--- src/bacq_pkg.sv ---
package bacq_pkg;

    localparam int MAX_BLOCK = 40;
    localparam int IDX_W     = $clog2(MAX_BLOCK);
    localparam int PIX_W     = 8;
    localparam int BS_W      = 6;
    localparam int CL_W      = 9;
    localparam int CFG_W     = 9;
    localparam int CFG_IDX_W = 1;
    localparam int NUM_CH    = 3;

    // widest dividend: a full column sum plus the rounding half
    localparam int SUM_W = $clog2(MAX_BLOCK * 255 + MAX_BLOCK / 2 + 1);
    localparam int DSR_W = 9;
    localparam int CNT_W = $clog2(SUM_W + 1);

    localparam logic [CFG_IDX_W-1:0] REG_BLOCK_SIZE   = CFG_IDX_W'(0);
    localparam logic [CFG_IDX_W-1:0] REG_COLOR_LEVELS = CFG_IDX_W'(1);

    localparam logic [BS_W-1:0]  BS_RESET      = BS_W'(5);
    localparam logic [CL_W-1:0]  CL_RESET      = CL_W'(4);
    localparam logic [CL_W-1:0]  CL_MAX        = CL_W'(256);
    localparam logic [SUM_W-1:0] STEP_DIVIDEND = SUM_W'(256);

    typedef logic [SUM_W-1:0] sum_t;
    typedef logic [PIX_W-1:0] pix_t;

    typedef struct packed {
        logic             start;
        logic [DSR_W-1:0] divisor;
    } div_req_t;

    typedef enum logic [2:0] {
        ST_IDLE,
        ST_ACC,
        ST_CDIV,
        ST_TSTART,
        ST_TDIV,
        ST_SDIV,
        ST_PDIV,
        ST_EMIT
    } state_t;

endpackage

--- src/bacq_if.sv ---
interface bacq_pixel_if;
    logic                valid;
    logic                ready;
    bacq_pkg::pix_t      pixel_blue;
    bacq_pkg::pix_t      pixel_green;
    bacq_pkg::pix_t      pixel_red;

    modport source (output valid, output pixel_blue, output pixel_green, output pixel_red,
                    input ready);
    modport sink   (input valid, input pixel_blue, input pixel_green, input pixel_red,
                    output ready);
endinterface

interface bacq_tile_if;
    logic                valid;
    logic                ready;
    bacq_pkg::pix_t      tile_blue;
    bacq_pkg::pix_t      tile_green;
    bacq_pkg::pix_t      tile_red;

    modport source (output valid, output tile_blue, output tile_green, output tile_red,
                    input ready);
    modport sink   (input valid, input tile_blue, input tile_green, input tile_red,
                    output ready);
endinterface

--- src/bacq_div.sv ---
module bacq_div (
    input  logic                           clk,
    input  logic                           rst_n,
    input  bacq_pkg::div_req_t             req,
    input  bacq_pkg::sum_t                 dividend,
    output logic                           done,
    output bacq_pkg::sum_t                 quotient,
    output logic [bacq_pkg::DSR_W-1:0]     remainder
);

    logic                          busy_reg;
    logic                          done_reg;
    logic [bacq_pkg::CNT_W-1:0]    cnt_reg;
    bacq_pkg::sum_t                dvd_reg;
    logic [bacq_pkg::DSR_W-1:0]    rem_reg;
    logic [bacq_pkg::DSR_W-1:0]    dsr_reg;

    logic [bacq_pkg::DSR_W:0]      trial;
    logic                          fits;
    logic [bacq_pkg::DSR_W-1:0]    rem_next;
    logic [bacq_pkg::DSR_W:0]      diff;

    // restoring division, one quotient bit per cycle
    always_comb
    begin
        trial    = {rem_reg, dvd_reg[bacq_pkg::SUM_W-1]};
        fits     = (trial >= {1'b0, dsr_reg});
        diff     = trial - {1'b0, dsr_reg};
        rem_next = fits ? diff[bacq_pkg::DSR_W-1:0] : trial[bacq_pkg::DSR_W-1:0];
    end

    always_ff @(posedge clk or negedge rst_n)
    begin
        if (!rst_n)
        begin
            busy_reg <= 1'b0;
            done_reg <= 1'b0;
            cnt_reg  <= '0;
        end
        else
        begin
            done_reg <= 1'b0;
            if (req.start)
            begin
                busy_reg <= 1'b1;
                cnt_reg  <= bacq_pkg::CNT_W'(bacq_pkg::SUM_W);
            end
            else if (busy_reg)
            begin
                cnt_reg <= cnt_reg - bacq_pkg::CNT_W'(1);
                if (cnt_reg == bacq_pkg::CNT_W'(1))
                begin
                    busy_reg <= 1'b0;
                    done_reg <= 1'b1;
                end
            end
        end
    end

    always_ff @(posedge clk)
    begin
        if (req.start)
        begin
            dvd_reg <= dividend;
            rem_reg <= '0;
            dsr_reg <= req.divisor;
        end
        else if (busy_reg)
        begin
            dvd_reg <= {dvd_reg[bacq_pkg::SUM_W-2:0], fits};
            rem_reg <= rem_next;
        end
    end

    assign done      = done_reg;
    assign quotient  = dvd_reg;
    assign remainder = rem_reg;

endmodule

--- src/block_average_color_quantizer_top.sv ---
// tile average color quantizer
// pix channel: one bgr pixel per item, tiles of block_size x block_size pixels sent
// row by row, left to right; tile channel: one quantized color item per completed tile.
// cfg port: cfg_we writes cfg_data into register cfg_index (0 block_size, 1 color_levels)
// at the clock edge; any write drops the tile in progress. write only while idle.
// flow: a pixel that does not end a column is accepted, then a read-modify-write of the
// column sum memory follows. a pixel on the last row instead runs the three channel
// lanes of the bit-serial divider, one quotient bit per cycle over 14 bits. the last
// pixel of a tile adds three more divider passes (tile mean, posterize step, posterize
// remainder) before the color item is loaded into the output register.
// the output register lets the next tile start while a color waits; if the receiver
// still holds an earlier color when a new one is done, the block waits with pix.ready low.
// reset: block_size 5, color_levels 4, positions and running totals cleared, no item held.
module block_average_color_quantizer_top (
    input  logic                                 clk,
    input  logic                                 rst_n,
    input  logic                                 cfg_we,
    input  logic [bacq_pkg::CFG_IDX_W-1:0]       cfg_index,
    input  logic [bacq_pkg::CFG_W-1:0]           cfg_data,
    bacq_pixel_if.sink                           pix,
    bacq_tile_if.source                          tile
);

    localparam int NCH = bacq_pkg::NUM_CH;
    localparam int SW  = bacq_pkg::SUM_W;

    // configuration
    logic [bacq_pkg::BS_W-1:0]   bs_reg;
    logic [bacq_pkg::CL_W-1:0]   cl_reg;
    logic [bacq_pkg::BS_W-1:0]   n_eff;
    logic [bacq_pkg::CL_W-1:0]   l_eff;
    bacq_pkg::sum_t              n_half;

    // position within the tile and running totals of column means
    logic [bacq_pkg::IDX_W-1:0]  row_reg;
    logic [bacq_pkg::IDX_W-1:0]  col_reg;
    bacq_pkg::sum_t              tot_reg [NCH];
    logic                        row_last;
    logic                        col_last;

    // fsm
    bacq_pkg::state_t            state_reg;
    bacq_pkg::state_t            state_next;
    logic                        div_start;
    logic                        mem_we;
    logic                        load_out;
    logic                        pix_ready;

    // datapath
    bacq_pkg::pix_t              pix_reg [NCH];
    logic [NCH*SW-1:0]           rd_reg;
    logic [NCH*SW-1:0]           col_mem [bacq_pkg::MAX_BLOCK];
    bacq_pkg::sum_t              acc_sum [NCH];
    logic [NCH*SW-1:0]           wr_data;
    bacq_pkg::pix_t              mean_reg [NCH];
    logic [bacq_pkg::DSR_W-1:0]  step_reg;
    bacq_pkg::pix_t              res [NCH];
    bacq_pkg::pix_t              res_reg [NCH];
    bacq_pkg::pix_t              out_reg [NCH];
    logic                        out_valid_reg;

    // divider lanes, one per channel
    bacq_pkg::div_req_t          div_req;
    bacq_pkg::sum_t              div_dvd [NCH];
    logic                        div_done [NCH];
    bacq_pkg::sum_t              div_q [NCH];
    logic [bacq_pkg::DSR_W-1:0]  div_rem [NCH];

    // effective sizes: zero acts as one, too large clamps
    always_comb
    begin
        if (bs_reg == '0)
            n_eff = bacq_pkg::BS_W'(1);
        else if ({1'b0, bs_reg} > (bacq_pkg::BS_W + 1)'(bacq_pkg::MAX_BLOCK))
            n_eff = bacq_pkg::BS_W'(bacq_pkg::MAX_BLOCK);
        else
            n_eff = bs_reg;

        if (cl_reg == '0)
            l_eff = bacq_pkg::CL_W'(1);
        else if (cl_reg > bacq_pkg::CL_MAX)
            l_eff = bacq_pkg::CL_MAX;
        else
            l_eff = cl_reg;

        n_half = SW'(n_eff >> 1);
    end

    assign row_last = (bacq_pkg::BS_W'(row_reg) == n_eff - bacq_pkg::BS_W'(1));
    assign col_last = (bacq_pkg::BS_W'(col_reg) == n_eff - bacq_pkg::BS_W'(1));

    // column accumulate: the first row of a tile starts the column fresh,
    // so stale memory contents are never seen
    always_comb
    begin
        for (int ch = 0; ch < NCH; ch++)
        begin
            acc_sum[ch] = ((row_reg == '0) ? '0 : rd_reg[ch*SW +: SW])
                          + SW'(pix_reg[ch]);
            wr_data[ch*SW +: SW] = acc_sum[ch];
        end
    end

    // posterize: mean / step * step is mean minus its remainder; half a step is added and the sum saturates at 255
    always_comb
    begin
        logic [bacq_pkg::PIX_W+1:0] post;
        for (int ch = 0; ch < NCH; ch++)
        begin
            post = {2'b00, mean_reg[ch]} - {1'b0, div_rem[ch]}
                   + {2'b00, step_reg[bacq_pkg::DSR_W-1:1]};
            res[ch] = (post > (bacq_pkg::PIX_W + 2)'(255)) ? '1 : post[bacq_pkg::PIX_W-1:0];
        end
    end

    // divider operand select by phase
    always_comb
    begin
        div_req.start   = div_start;
        div_req.divisor = '0;
        for (int ch = 0; ch < NCH; ch++)
            div_dvd[ch] = '0;
        case (state_reg)
            bacq_pkg::ST_ACC:
            begin
                div_req.divisor = bacq_pkg::DSR_W'(n_eff);
                for (int ch = 0; ch < NCH; ch++)
                    div_dvd[ch] = acc_sum[ch] + n_half;
            end
            bacq_pkg::ST_TSTART:
            begin
                div_req.divisor = bacq_pkg::DSR_W'(n_eff);
                for (int ch = 0; ch < NCH; ch++)
                    div_dvd[ch] = tot_reg[ch] + n_half;
            end
            bacq_pkg::ST_TDIV:
            begin
                // step = 256 / levels, taken from lane 0
                div_req.divisor = l_eff;
                for (int ch = 0; ch < NCH; ch++)
                    div_dvd[ch] = bacq_pkg::STEP_DIVIDEND;
            end
            bacq_pkg::ST_SDIV:
            begin
                div_req.divisor = div_q[0][bacq_pkg::DSR_W-1:0];
                for (int ch = 0; ch < NCH; ch++)
                    div_dvd[ch] = SW'(mean_reg[ch]);
            end
            default:
            begin
                div_req.divisor = '0;
            end
        endcase
    end

    // next state and control
    always_comb
    begin
        state_next = state_reg;
        div_start  = 1'b0;
        mem_we     = 1'b0;
        load_out   = 1'b0;
        pix_ready  = 1'b0;
        case (state_reg)
            bacq_pkg::ST_IDLE:
            begin
                pix_ready = 1'b1;
                if (pix.valid)
                    state_next = bacq_pkg::ST_ACC;
            end
            bacq_pkg::ST_ACC:
            begin
                if (row_last)
                begin
                    div_start  = 1'b1;
                    state_next = bacq_pkg::ST_CDIV;
                end
                else
                begin
                    mem_we     = 1'b1;
                    state_next = bacq_pkg::ST_IDLE;
                end
            end
            bacq_pkg::ST_CDIV:
            begin
                if (div_done[0])
                    state_next = col_last ? bacq_pkg::ST_TSTART : bacq_pkg::ST_IDLE;
            end
            bacq_pkg::ST_TSTART:
            begin
                div_start  = 1'b1;
                state_next = bacq_pkg::ST_TDIV;
            end
            bacq_pkg::ST_TDIV:
            begin
                if (div_done[0])
                begin
                    div_start  = 1'b1;
                    state_next = bacq_pkg::ST_SDIV;
                end
            end
            bacq_pkg::ST_SDIV:
            begin
                if (div_done[0])
                begin
                    div_start  = 1'b1;
                    state_next = bacq_pkg::ST_PDIV;
                end
            end
            bacq_pkg::ST_PDIV:
            begin
                if (div_done[0])
                    state_next = bacq_pkg::ST_EMIT;
            end
            bacq_pkg::ST_EMIT:
            begin
                if (!out_valid_reg || tile.ready)
                begin
                    load_out   = 1'b1;
                    state_next = bacq_pkg::ST_IDLE;
                end
            end
            default:
            begin
                state_next = bacq_pkg::ST_IDLE;
            end
        endcase
    end

    always_ff @(posedge clk or negedge rst_n)
    begin
        if (!rst_n)
            state_reg <= bacq_pkg::ST_IDLE;
        else
            state_reg <= state_next;
    end

    // config, positions, running totals, output valid
    always_ff @(posedge clk or negedge rst_n)
    begin
        if (!rst_n)
        begin
            bs_reg        <= bacq_pkg::BS_RESET;
            cl_reg        <= bacq_pkg::CL_RESET;
            row_reg       <= '0;
            col_reg       <= '0;
            out_valid_reg <= 1'b0;
            for (int ch = 0; ch < NCH; ch++)
                tot_reg[ch] <= '0;
        end
        else
        begin
            if (load_out)
                out_valid_reg <= 1'b1;
            else if (tile.ready)
                out_valid_reg <= 1'b0;

            if (cfg_we)
            begin
                case (cfg_index)
                    bacq_pkg::REG_BLOCK_SIZE:   bs_reg <= cfg_data[bacq_pkg::BS_W-1:0];
                    bacq_pkg::REG_COLOR_LEVELS: cl_reg <= cfg_data[bacq_pkg::CL_W-1:0];
                    default:                    bs_reg <= bs_reg;
                endcase
                row_reg <= '0;
                col_reg <= '0;
                for (int ch = 0; ch < NCH; ch++)
                    tot_reg[ch] <= '0;
            end
            else
            begin
                // step to the next pixel position once the pixel is done
                if ((state_reg == bacq_pkg::ST_ACC && !row_last) ||
                    (state_reg == bacq_pkg::ST_CDIV && div_done[0]))
                begin
                    if (col_last)
                    begin
                        col_reg <= '0;
                        row_reg <= row_last ? '0 : row_reg + bacq_pkg::IDX_W'(1);
                    end
                    else
                    begin
                        col_reg <= col_reg + bacq_pkg::IDX_W'(1);
                    end
                end

                if (state_reg == bacq_pkg::ST_CDIV && div_done[0])
                begin
                    for (int ch = 0; ch < NCH; ch++)
                        tot_reg[ch] <= tot_reg[ch] + SW'(div_q[ch][bacq_pkg::PIX_W-1:0]);
                end
                else if (state_reg == bacq_pkg::ST_TSTART)
                begin
                    // dividend already taken by the divider this cycle
                    for (int ch = 0; ch < NCH; ch++)
                        tot_reg[ch] <= '0;
                end
            end
        end
    end

    // column sum memory, registered read at the current column
    always_ff @(posedge clk)
    begin
        rd_reg <= col_mem[col_reg];
        if (mem_we)
            col_mem[col_reg] <= wr_data;
    end

    // payload registers
    always_ff @(posedge clk)
    begin
        if (pix.valid && pix_ready)
        begin
            pix_reg[0] <= pix.pixel_blue;
            pix_reg[1] <= pix.pixel_green;
            pix_reg[2] <= pix.pixel_red;
        end
        if (state_reg == bacq_pkg::ST_TDIV && div_done[0])
        begin
            for (int ch = 0; ch < NCH; ch++)
                mean_reg[ch] <= div_q[ch][bacq_pkg::PIX_W-1:0];
        end
        if (state_reg == bacq_pkg::ST_SDIV && div_done[0])
            step_reg <= div_q[0][bacq_pkg::DSR_W-1:0];
        if (state_reg == bacq_pkg::ST_PDIV && div_done[0])
        begin
            for (int ch = 0; ch < NCH; ch++)
                res_reg[ch] <= res[ch];
        end
        if (load_out)
        begin
            for (int ch = 0; ch < NCH; ch++)
                out_reg[ch] <= res_reg[ch];
        end
    end

    for (genvar g = 0; g < NCH; g++)
    begin : g_lane
        bacq_div u_div (
            .clk       (clk),
            .rst_n     (rst_n),
            .req       (div_req),
            .dividend  (div_dvd[g]),
            .done      (div_done[g]),
            .quotient  (div_q[g]),
            .remainder (div_rem[g])
        );
    end

    assign pix.ready       = pix_ready;
    assign tile.valid      = out_valid_reg;
    assign tile.tile_blue  = out_reg[0];
    assign tile.tile_green = out_reg[1];
    assign tile.tile_red   = out_reg[2];

endmodule

--- src/flat_wrapper.sv ---
// flat-port wrapper written by rule: the top's interface ports become plain ports
module block_average_color_quantizer_top_flat 
  (clk, rst_n, cfg_we, cfg_index, cfg_data, pix_valid, pix_pixel_blue, pix_pixel_green, pix_pixel_red, pix_ready, tile_valid, tile_tile_blue, tile_tile_green, tile_tile_red, tile_ready);
  bacq_pixel_if pix_i ();
  bacq_tile_if tile_i ();
  input  logic clk;
  input  logic rst_n;
  input  logic cfg_we;
  input  logic [bacq_pkg::CFG_IDX_W-1:0] cfg_index;
  input  logic [bacq_pkg::CFG_W-1:0] cfg_data;
  input wire logic [$bits(pix_i.valid)-1:0] pix_valid;
  input wire logic [$bits(pix_i.pixel_blue)-1:0] pix_pixel_blue;
  input wire logic [$bits(pix_i.pixel_green)-1:0] pix_pixel_green;
  input wire logic [$bits(pix_i.pixel_red)-1:0] pix_pixel_red;
  output wire logic [$bits(pix_i.ready)-1:0] pix_ready;
  output wire logic [$bits(tile_i.valid)-1:0] tile_valid;
  output wire logic [$bits(tile_i.tile_blue)-1:0] tile_tile_blue;
  output wire logic [$bits(tile_i.tile_green)-1:0] tile_tile_green;
  output wire logic [$bits(tile_i.tile_red)-1:0] tile_tile_red;
  input wire logic [$bits(tile_i.ready)-1:0] tile_ready;
  assign pix_i.valid = pix_valid;
  assign pix_i.pixel_blue = pix_pixel_blue;
  assign pix_i.pixel_green = pix_pixel_green;
  assign pix_i.pixel_red = pix_pixel_red;
  assign pix_ready = pix_i.ready;
  assign tile_valid = tile_i.valid;
  assign tile_tile_blue = tile_i.tile_blue;
  assign tile_tile_green = tile_i.tile_green;
  assign tile_tile_red = tile_i.tile_red;
  assign tile_i.ready = tile_ready;
  block_average_color_quantizer_top u_core (.clk(clk), .rst_n(rst_n), .cfg_we(cfg_we), .cfg_index(cfg_index), .cfg_data(cfg_data), .pix(pix_i), .tile(tile_i));
endmodule
--- config.mk ---
export PLATFORM = sky130hd
export DESIGN_NAME = block_average_color_quantizer_top_flat
export DESIGN_NICKNAME = d
export VERILOG_FILES = /design/src/bacq_pkg.sv /design/src/bacq_if.sv /design/src/bacq_div.sv /design/src/block_average_color_quantizer_top.sv /design/src/flat_wrapper.sv
export SDC_FILE = /design/constraint.sdc
export NUM_CORES = 2
export LEC_CHECK = 0
export BUFFER_PORTS_ARGS = -buffer_cell sky130_fd_sc_hd__buf_2
export CORE_AREA = 8 8 500 306
export CTS_BUF_LIST = sky130_fd_sc_hd__clkbuf_4 sky130_fd_sc_hd__clkbuf_8 sky130_fd_sc_hd__clkbuf_16
export DETAILED_ROUTE_END_ITERATION = 6
export DIE_AREA = 0 0 508 314
export PLACE_DENSITY = 0.7
export SLEW_MARGIN = 20
export SYNTH_ARGS = -nofsm -noshare
export SYNTH_HDL_FRONTEND = slang
export SYNTH_SLANG_ARGS = --single-unit
--- constraint.sdc ---
create_clock -name clk -period 8.1 [get_ports clk]
set_input_delay 0.81 -clock clk [delete_from_list [all_inputs] [get_ports clk]]
set_output_delay 0.81 -clock clk [all_outputs]
set_load 0.005 [all_outputs]
**After elaboration in Yosys (flattened, before gate mapping)**

Memories as Yosys holds them, arrays and structs flattened. A register that Yosys moved wholly into a read port is not among the register bits.
Cells that the tools add are included.

- Output and inout port bits: 26
- Flip-flop bits (word level): 176
- Input port bits: 39
- Bits in writable memories: 1776
- Memories kept: 5

- Magnitude comparators: 8
- Reduce and logical (&&, ||, !) cells: 27
- Eq/ne operators: 18
- Muxes and demuxes: 78
- $add $sub $neg: 27
- Bitwise operators: 1

Memory list:

| memory | depth | bits a word | rd ports | clocked after Yosys merged registers in | wr ports | line | text |
|---|---|---|---|---|---|---|---|
| u_core.col_mem | 40 | 42 | 1 | 1 | 1 | block_average_color_quantizer_top.sv:52 | `logic [NCH*SW-1:0] col_mem [bacq_pkg::MAX_BLOCK];` |
| u_core.mean_reg | 3 | 8 | 3 | 0 | 3 | block_average_color_quantizer_top.sv:55 | `bacq_pkg::pix_t mean_reg [NCH];` |
| u_core.out_reg | 3 | 8 | 3 | 0 | 3 | block_average_color_quantizer_top.sv:59 | `bacq_pkg::pix_t out_reg [NCH];` |
| u_core.pix_reg | 3 | 8 | 3 | 0 | 3 | block_average_color_quantizer_top.sv:50 | `bacq_pkg::pix_t pix_reg [NCH];` |
| u_core.res_reg | 3 | 8 | 3 | 0 | 3 | block_average_color_quantizer_top.sv:58 | `bacq_pkg::pix_t res_reg [NCH];` |

Operators with widths:

| operator | count |
|---|---|
| $pmux 42 s4 | 1 |
| $mux 14 | 9 |
| $mux 42 | 3 |
| $add 14x5->14 | 6 |
| $add 14x8->14 | 6 |
| $mux 6 | 9 |
| $mux 9 | 5 |
| $mux 1 | 31 |
| $add 10x8->10 | 3 |
| $ge 10x9->1 | 3 |
| $gt 10x8->1 const B | 3 |
| $sub 8x9->10 | 3 |
| $pmux 9 s3 | 1 |
| $sub 9x9->9 | 3 |
| $mux 4 | 6 |
| $mux 8 | 3 |
| $pmux 3 s8 | 1 |
| $mux 3 | 6 |
| $add 6x1->6 const B | 2 |
| $eq 3x3->1 const B | 4 |
| $eq 4x1->1 const B | 3 |
| $eq 6x6->1 | 2 |
| $logic_not 6->1 | 2 |
| $reduce_bool 2->1 | 6 |
| other kinds (20) | 38 |

**Logic depth before layout (Yosys ltp)**

- Depth after elaboration: 10
- Gate-level depth with buffers: 23
- Mapped depth without buffers: 20

**Hierarchy**

Synthesis repeated with hierarchy kept, for this count alone.

- Cells, all modules: 5140
- Area total of the unflattened synthesis: 80741.2 um^2

Modules (own cells, without submodules):

| module | instances | seq. area each (um^2) | area each (um^2) | cells each |
|---|---|---|---|---|
| block_average_color_quantizer_top | 1 | 56242.7 | 74679.1 | 4630 |
| bacq_div | 3 | 1021.0 | 2020.7 | 170 |

**Least setup slack after synthesis**

Ideal clock, no wire load.

- Path type: flip-flop to flip-flop
- Start: reg u_core.row_reg[0] (netlist name)
- End: reg u_core.g_lane[1].u_div.dvd_reg[8] (data pin)
- Cell stages (with the launch flop): 23
- Path slack: 2353 ps
- Data arrival time: 5482 ps
- Path buffers: 3
- Cell sequence: dfrtp_1 > inv_1 > ha_1 > or4b_1 > buf_2 > nand2b_4 > clkbuf_1 > clkbuf_1 > and2_1 > ha_1 > inv_1 > fa_1 > xnor2_1 > mux2_2 > ha_1 > nor2b_1 > o21ai_0 > a21boi_0 > a2bb2oi_1 > nand3_1 > xnor2_1 > a22oi_1 > a31oi_1

RTL lines:

| item | line | text |
|---|---|---|
| from (decl) | block_average_color_quantizer_top.sv:35 | `logic [bacq_pkg::IDX_W-1:0] row_reg;` |
| from (signal assigned) | block_average_color_quantizer_top.sv:279 | `row_reg <= row_last ? '0 : row_reg + bacq_pkg::IDX_W'(1);` |
| to (signal assigned) | bacq_div.sv:64 | `dvd_reg <= dividend;` |
| to (signal assigned) | bacq_div.sv:70 | `dvd_reg <= {dvd_reg[bacq_pkg::SUM_W-2:0], fits};` |
| to (decl) | bacq_div.sv:14 | `bacq_pkg::sum_t dvd_reg;` |

**Final worst setup path**

- Start: reg u_core.bs_reg[5] (netlist name)
- End: mem u_core.col_mem[35][1] (netlist name) (enable)

- Cells in the longest elaborated chain, start to end: 9

RTL lines:

| item | line | text |
|---|---|---|
| from (decl) | block_average_color_quantizer_top.sv:28 | `logic [bacq_pkg::BS_W-1:0] bs_reg;` |
| from (signal assigned) | block_average_color_quantizer_top.sv:243 | `bs_reg <= bacq_pkg::BS_RESET;` |
| from (signal assigned) | block_average_color_quantizer_top.sv:261 | `bacq_pkg::REG_BLOCK_SIZE: bs_reg <= cfg_data[bacq_pkg::BS_W-1:0];` |
| from (signal assigned) | block_average_color_quantizer_top.sv:263 | `default: bs_reg <= bs_reg;` |
| $gt 6x6->1 | block_average_color_quantizer_top.sv:74 | `else if ({1'b0, bs_reg} > (bacq_pkg::BS_W + 1)'(bacq_pkg::MAX_BLOCK))` |
| $mux 6 | block_average_color_quantizer_top.sv:74 |  |
| $mux 6 (*) | block_average_color_quantizer_top.sv:72 | `if (bs_reg == '0)` |
| $sub 6x1->6 (*) | block_average_color_quantizer_top.sv:89 | `assign row_last = (bacq_pkg::BS_W'(row_reg) == n_eff - bacq_pkg::BS_W'(1));` |
| $eq 6x6->1 (*) | block_average_color_quantizer_top.sv:89 |  |
| $mux 1 (*) | block_average_color_quantizer_top.sv:173 | `if (row_last)` |
| $mux 1 (*) | block_average_color_quantizer_top.sv:164 | `case (state_reg)` |
| $mux 1 (*) | block_average_color_quantizer_top.sv:306 | `if (mem_we)` |
| $mux 1 (not written as such) (*) | block_average_color_quantizer_top.sv:307 | `col_mem[col_reg] <= wr_data;` |
| to (decl) | block_average_color_quantizer_top.sv:52 |  |

Mark *: on every way between the ends. The rest lies on a longest branch, timed or not.

==> results.sh <==
export IMPL_post_cts_buffers=0
export IMPL_cts_htree_levels=4
export IMPL_grt_pass1_wl_um=332000
export IMPL_rows=109
export IMPL_ys_dominant_reg_cell="edfxtp_1"
export IMPL_setup_violations=0
export IMPL_drc=0
export IMPL_layout_cells_non_filler=7292
export IMPL_hp_class="primary input to flop"
export IMPL_synthesis_instances=5098
export IMPL_ys_warnings_count=0
export IMPL_drv_cap=0
export IMPL_firstDrtPassIters=6
export IMPL_synth_edf_count=1835
export IMPL_placed_cells=6969
export IMPL_worstSkewPairLatency_ps=800
export IMPL_power_leakage_nw=29.4
export IMPL_finalMaxSlewViolations=0
export IMPL_avgSynthCellArea_sq_um=15.6
export IMPL_rsz0062_at_grt="false"
export IMPL_globalRouteOverflowTotal=0
export IMPL_hold_violations=0
export IMPL_final_cell_mix="edfxtp_1 (1835), a22oi_1 (751), nand2_1 (191)"
export IMPL_portBuffers=64
export IMPL_p_per_area_nw_per_um2=404
export IMPL_vias=49700
export IMPL_layout_commonest_cell="edfxtp_1"
export IMPL_die_h_um=314
export IMPL_p_comb_frac=0.332
export IMPL_grt_use_total=0.284
export IMPL_p_sw_frac=0.360
export IMPL_cts_buffers=167
export IMPL_multi_input_area_sq_um=19700
export IMPL_wl_per_cell_um=31.9
export IMPL_ys_async_sr_fraction=0.0447
export IMPL_critPathKind="flop to flop"
export IMPL_dp_hpwl_um=143000
export IMPL_largest_register_ffs=1680
export IMPL_p_clk_frac=0.227
export IMPL_status="finished, final reports clean"
export IMPL_skew_ps=29.7
export IMPL_ios=65
export IMPL_antenna_left=0
export IMPL_netlist_area_sq_um=79500
export IMPL_wirelength_um=232000
export IMPL_cts_tree="done"
export IMPL_worstMarginPinSlew_ps=1150
export IMPL_cts_root_buffer="clkbuf_16"
export IMPL_nNetsFinal=5408
export IMPL_antenna_found_initial=12
export IMPL_netSwitchingPower_mw=12.9
export IMPL_synth_cell_type_count=89
export IMPL_drt_iter0_markers=8130
export IMPL_largest_register="u_core.col_mem"
export IMPL_synth_net_count=5303
export IMPL_end_kind="flop"
export IMPL_fin_setup_tns_ps=0
export IMPL_holdWs_ps=190
export IMPL_synth_seq_cells=1993
export IMPL_intPower_mw=22.9
export IMPL_crit_fanout=26
export IMPL_critPathLaunchType="flop"
export IMPL_p_total_mw=35.8
export IMPL_area_delta_synth_final_pct=11.7
export IMPL_worst_slack_ps=2160
export IMPL_clockBufferDepth=3
export IMPL_fp_coreArea_sq_um=146000
export IMPL_grt_pass1_vias=46100
export IMPL_seqCellArea_sq_um=58700
export IMPL_die_w_um=508
export IMPL_post_drt_via_cell_ratio=6.81
export IMPL_ys_seq_area_frac=0.739
export IMPL_min_period_over_period=0.734
export IMPL_seqPwrFrac=0.441
export IMPL_cp_arrival_ps=6400
export IMPL_dieArea_sq_um=160000
export IMPL_clk_pin_slew_ps=70
export IMPL_drive_gt1_frac=0.122
export IMPL_grt_max_degree=101
export IMPL_post_route_min_period_ps=5940
export IMPL_post_place_ws_ps=2280
export IMPL_clock_sinks=1993
export IMPL_relSlewSlack=0.232
export IMPL_nFillCells=10600
export IMPL_fmax_mhz=168
export IMPL_start_util=0.546
export IMPL_vdd_drop_max_v=0.000456
export IMPL_place_congestion=0.997
export IMPL_critPathRequiredTime_ps=8550
==> Yosys cell counts, types with 9 or more instances <==
master / number / area share
or2_2: 10 / 0.00079
buf_1: 52 / 0.0025
dfxtp_1: 69 / 0.017
mux2_2: 19 / 0.0027
and2_1: 39 / 0.0031
nand2b_1: 38 / 0.0030
nor2b_1: 32 / 0.0025
a31oi_1: 34 / 0.0027
a221oi_1: 111 / 0.012
dfrtp_1: 86 / 0.027
a21o_1: 28 / 0.0026
ha_1: 130 / 0.020
and4_1: 11 / 0.0012
xnor2_1: 83 / 0.0091
clkbuf_1: 218 / 0.010
o31ai_1: 21 / 0.0020
or3_1: 15 / 0.0012
nand2_1: 191 / 0.0090
a21oi_1: 121 / 0.0076
xor2_1: 42 / 0.0046
a41o_1: 14 / 0.0018
a211oi_1: 22 / 0.0021
a22o_1: 71 / 0.0078
buf_2: 17 / 0.0011
o211ai_1: 28 / 0.0026
nor2_1: 188 / 0.0089
o21a_1: 11 / 0.0010
o311ai_0: 13 / 0.0014
fa_1: 36 / 0.0091
inv_1: 167 / 0.0079
a21boi_0: 9 / 0.00085
nand4_1: 179 / 0.014
mux2i_1: 33 / 0.0042
and3_1: 32 / 0.0025
nor3_1: 21 / 0.0013
nand3_1: 33 / 0.0021
o21ai_0: 162 / 0.010
edfxtp_1: 1835 / 0.69
nor4_1: 9 / 0.00071
o21bai_1: 16 / 0.0015
a22oi_1: 751 / 0.071
==> routing by layer <==
layer  track usage  vias to the layer above  wire, um
li1              -                    20700         -
met1         0.442                    24900     96100
met2         0.373                     3754     92800
met3         0.106                      382     37700
met4        0.0723                        4      5680
met5             0                        -        27
==> metrics by stage <==
stage,utilization,instance area [sq um]
4_1_cts,0.608,88600
6_report,0.609,88800
3_5_place_dp,0.571,83100
3_3_place_gp,0.570,83000
5_1_grt,0.609,88700
2_1_floorplan,-,79500
==> what timing repair did <==
action                     in CTS  in global routing
hold buffers                    1                  0
resized for setup               0                  0
hold endpoints to repair       24                  0
setup endpoints to repair       0                  0
==> cell families (layout without fill, tap and decap cells) <==
family | count (synthesis) | in the layout | share of synthesized area
other | 0 | 8 | 0
AO/OA/AOI/OAI | 1468 | 1468 | 0.134
AND/OR/NAND/NOR | 832 | 832 | 0.0541
XOR/XNOR | 128 | 128 | 0.0145
adder cells (fa/ha/maj) | 166 | 166 | 0.0295
multiplexers | 53 | 53 | 0.00713
flip-flops | 1993 | 1993 | 0.739
buffers and inverters | 458 | 702 | 0.0219
==> path summary, 6_finish.rpt <==
path,from,end,slack [ps],cells after the start
max,u_core.bs_reg[5],u_core.col_mem[35][1],2160,11
min,pix_pixel_green[2],u_core.pix_reg[0][10],190,1
max reg2reg,u_core.bs_reg[5],u_core.col_mem[35][1],2160,11
min reg2reg,u_core.res_reg[0][15],u_core.out_reg[0][15],420,0
max in group asynchronous,rst_n,u_core.col_reg[5],6210,3
min in group asynchronous,rst_n,u_core.tot_reg[30],530,2
==> power groups by stage <==
| stage | registers [mW] | logic (mW) | clock network, mW |
|---|---|---|---|
| floorplan | 15.7 | 6.94 | 0 |
| global placement | 15.9 | 11.3 | 0 |
| detailed placement | 16.0 | 11.6 | 0 |
| CTS | 15.7 | 11.6 | 8.16 |
| global route | 15.8 | 12.7 | 8.54 |
| finish | 15.8 | 11.9 | 8.12 |
==> critical path, stage by stage, from the launching register on <==
cell and delay [ps]:
dfrtp_1 820, o21ai_0 360, a22oi_1 410, ha_1 300, nor3b_1 240, mux2i_1 340, xnor2_1 120, nand4_1 130
o21a_1 500, nand4_1 830, nor2_4 1080, buf_4 450
==> final cells by class <==
type | instances | area share
diodes | 8 | 0.000226
clock buffers | 217 | 0.0529
clock inverters | 91 | 0.00860
inverters | 171 | 0.00723
multi-input cells | 2647 | 0.221
flip-flops and latches | 1993 | 0.662
well taps | 1942 | 0.0274
repair buffers | 223 | 0.0207
(Power assumes the default switching activity.)
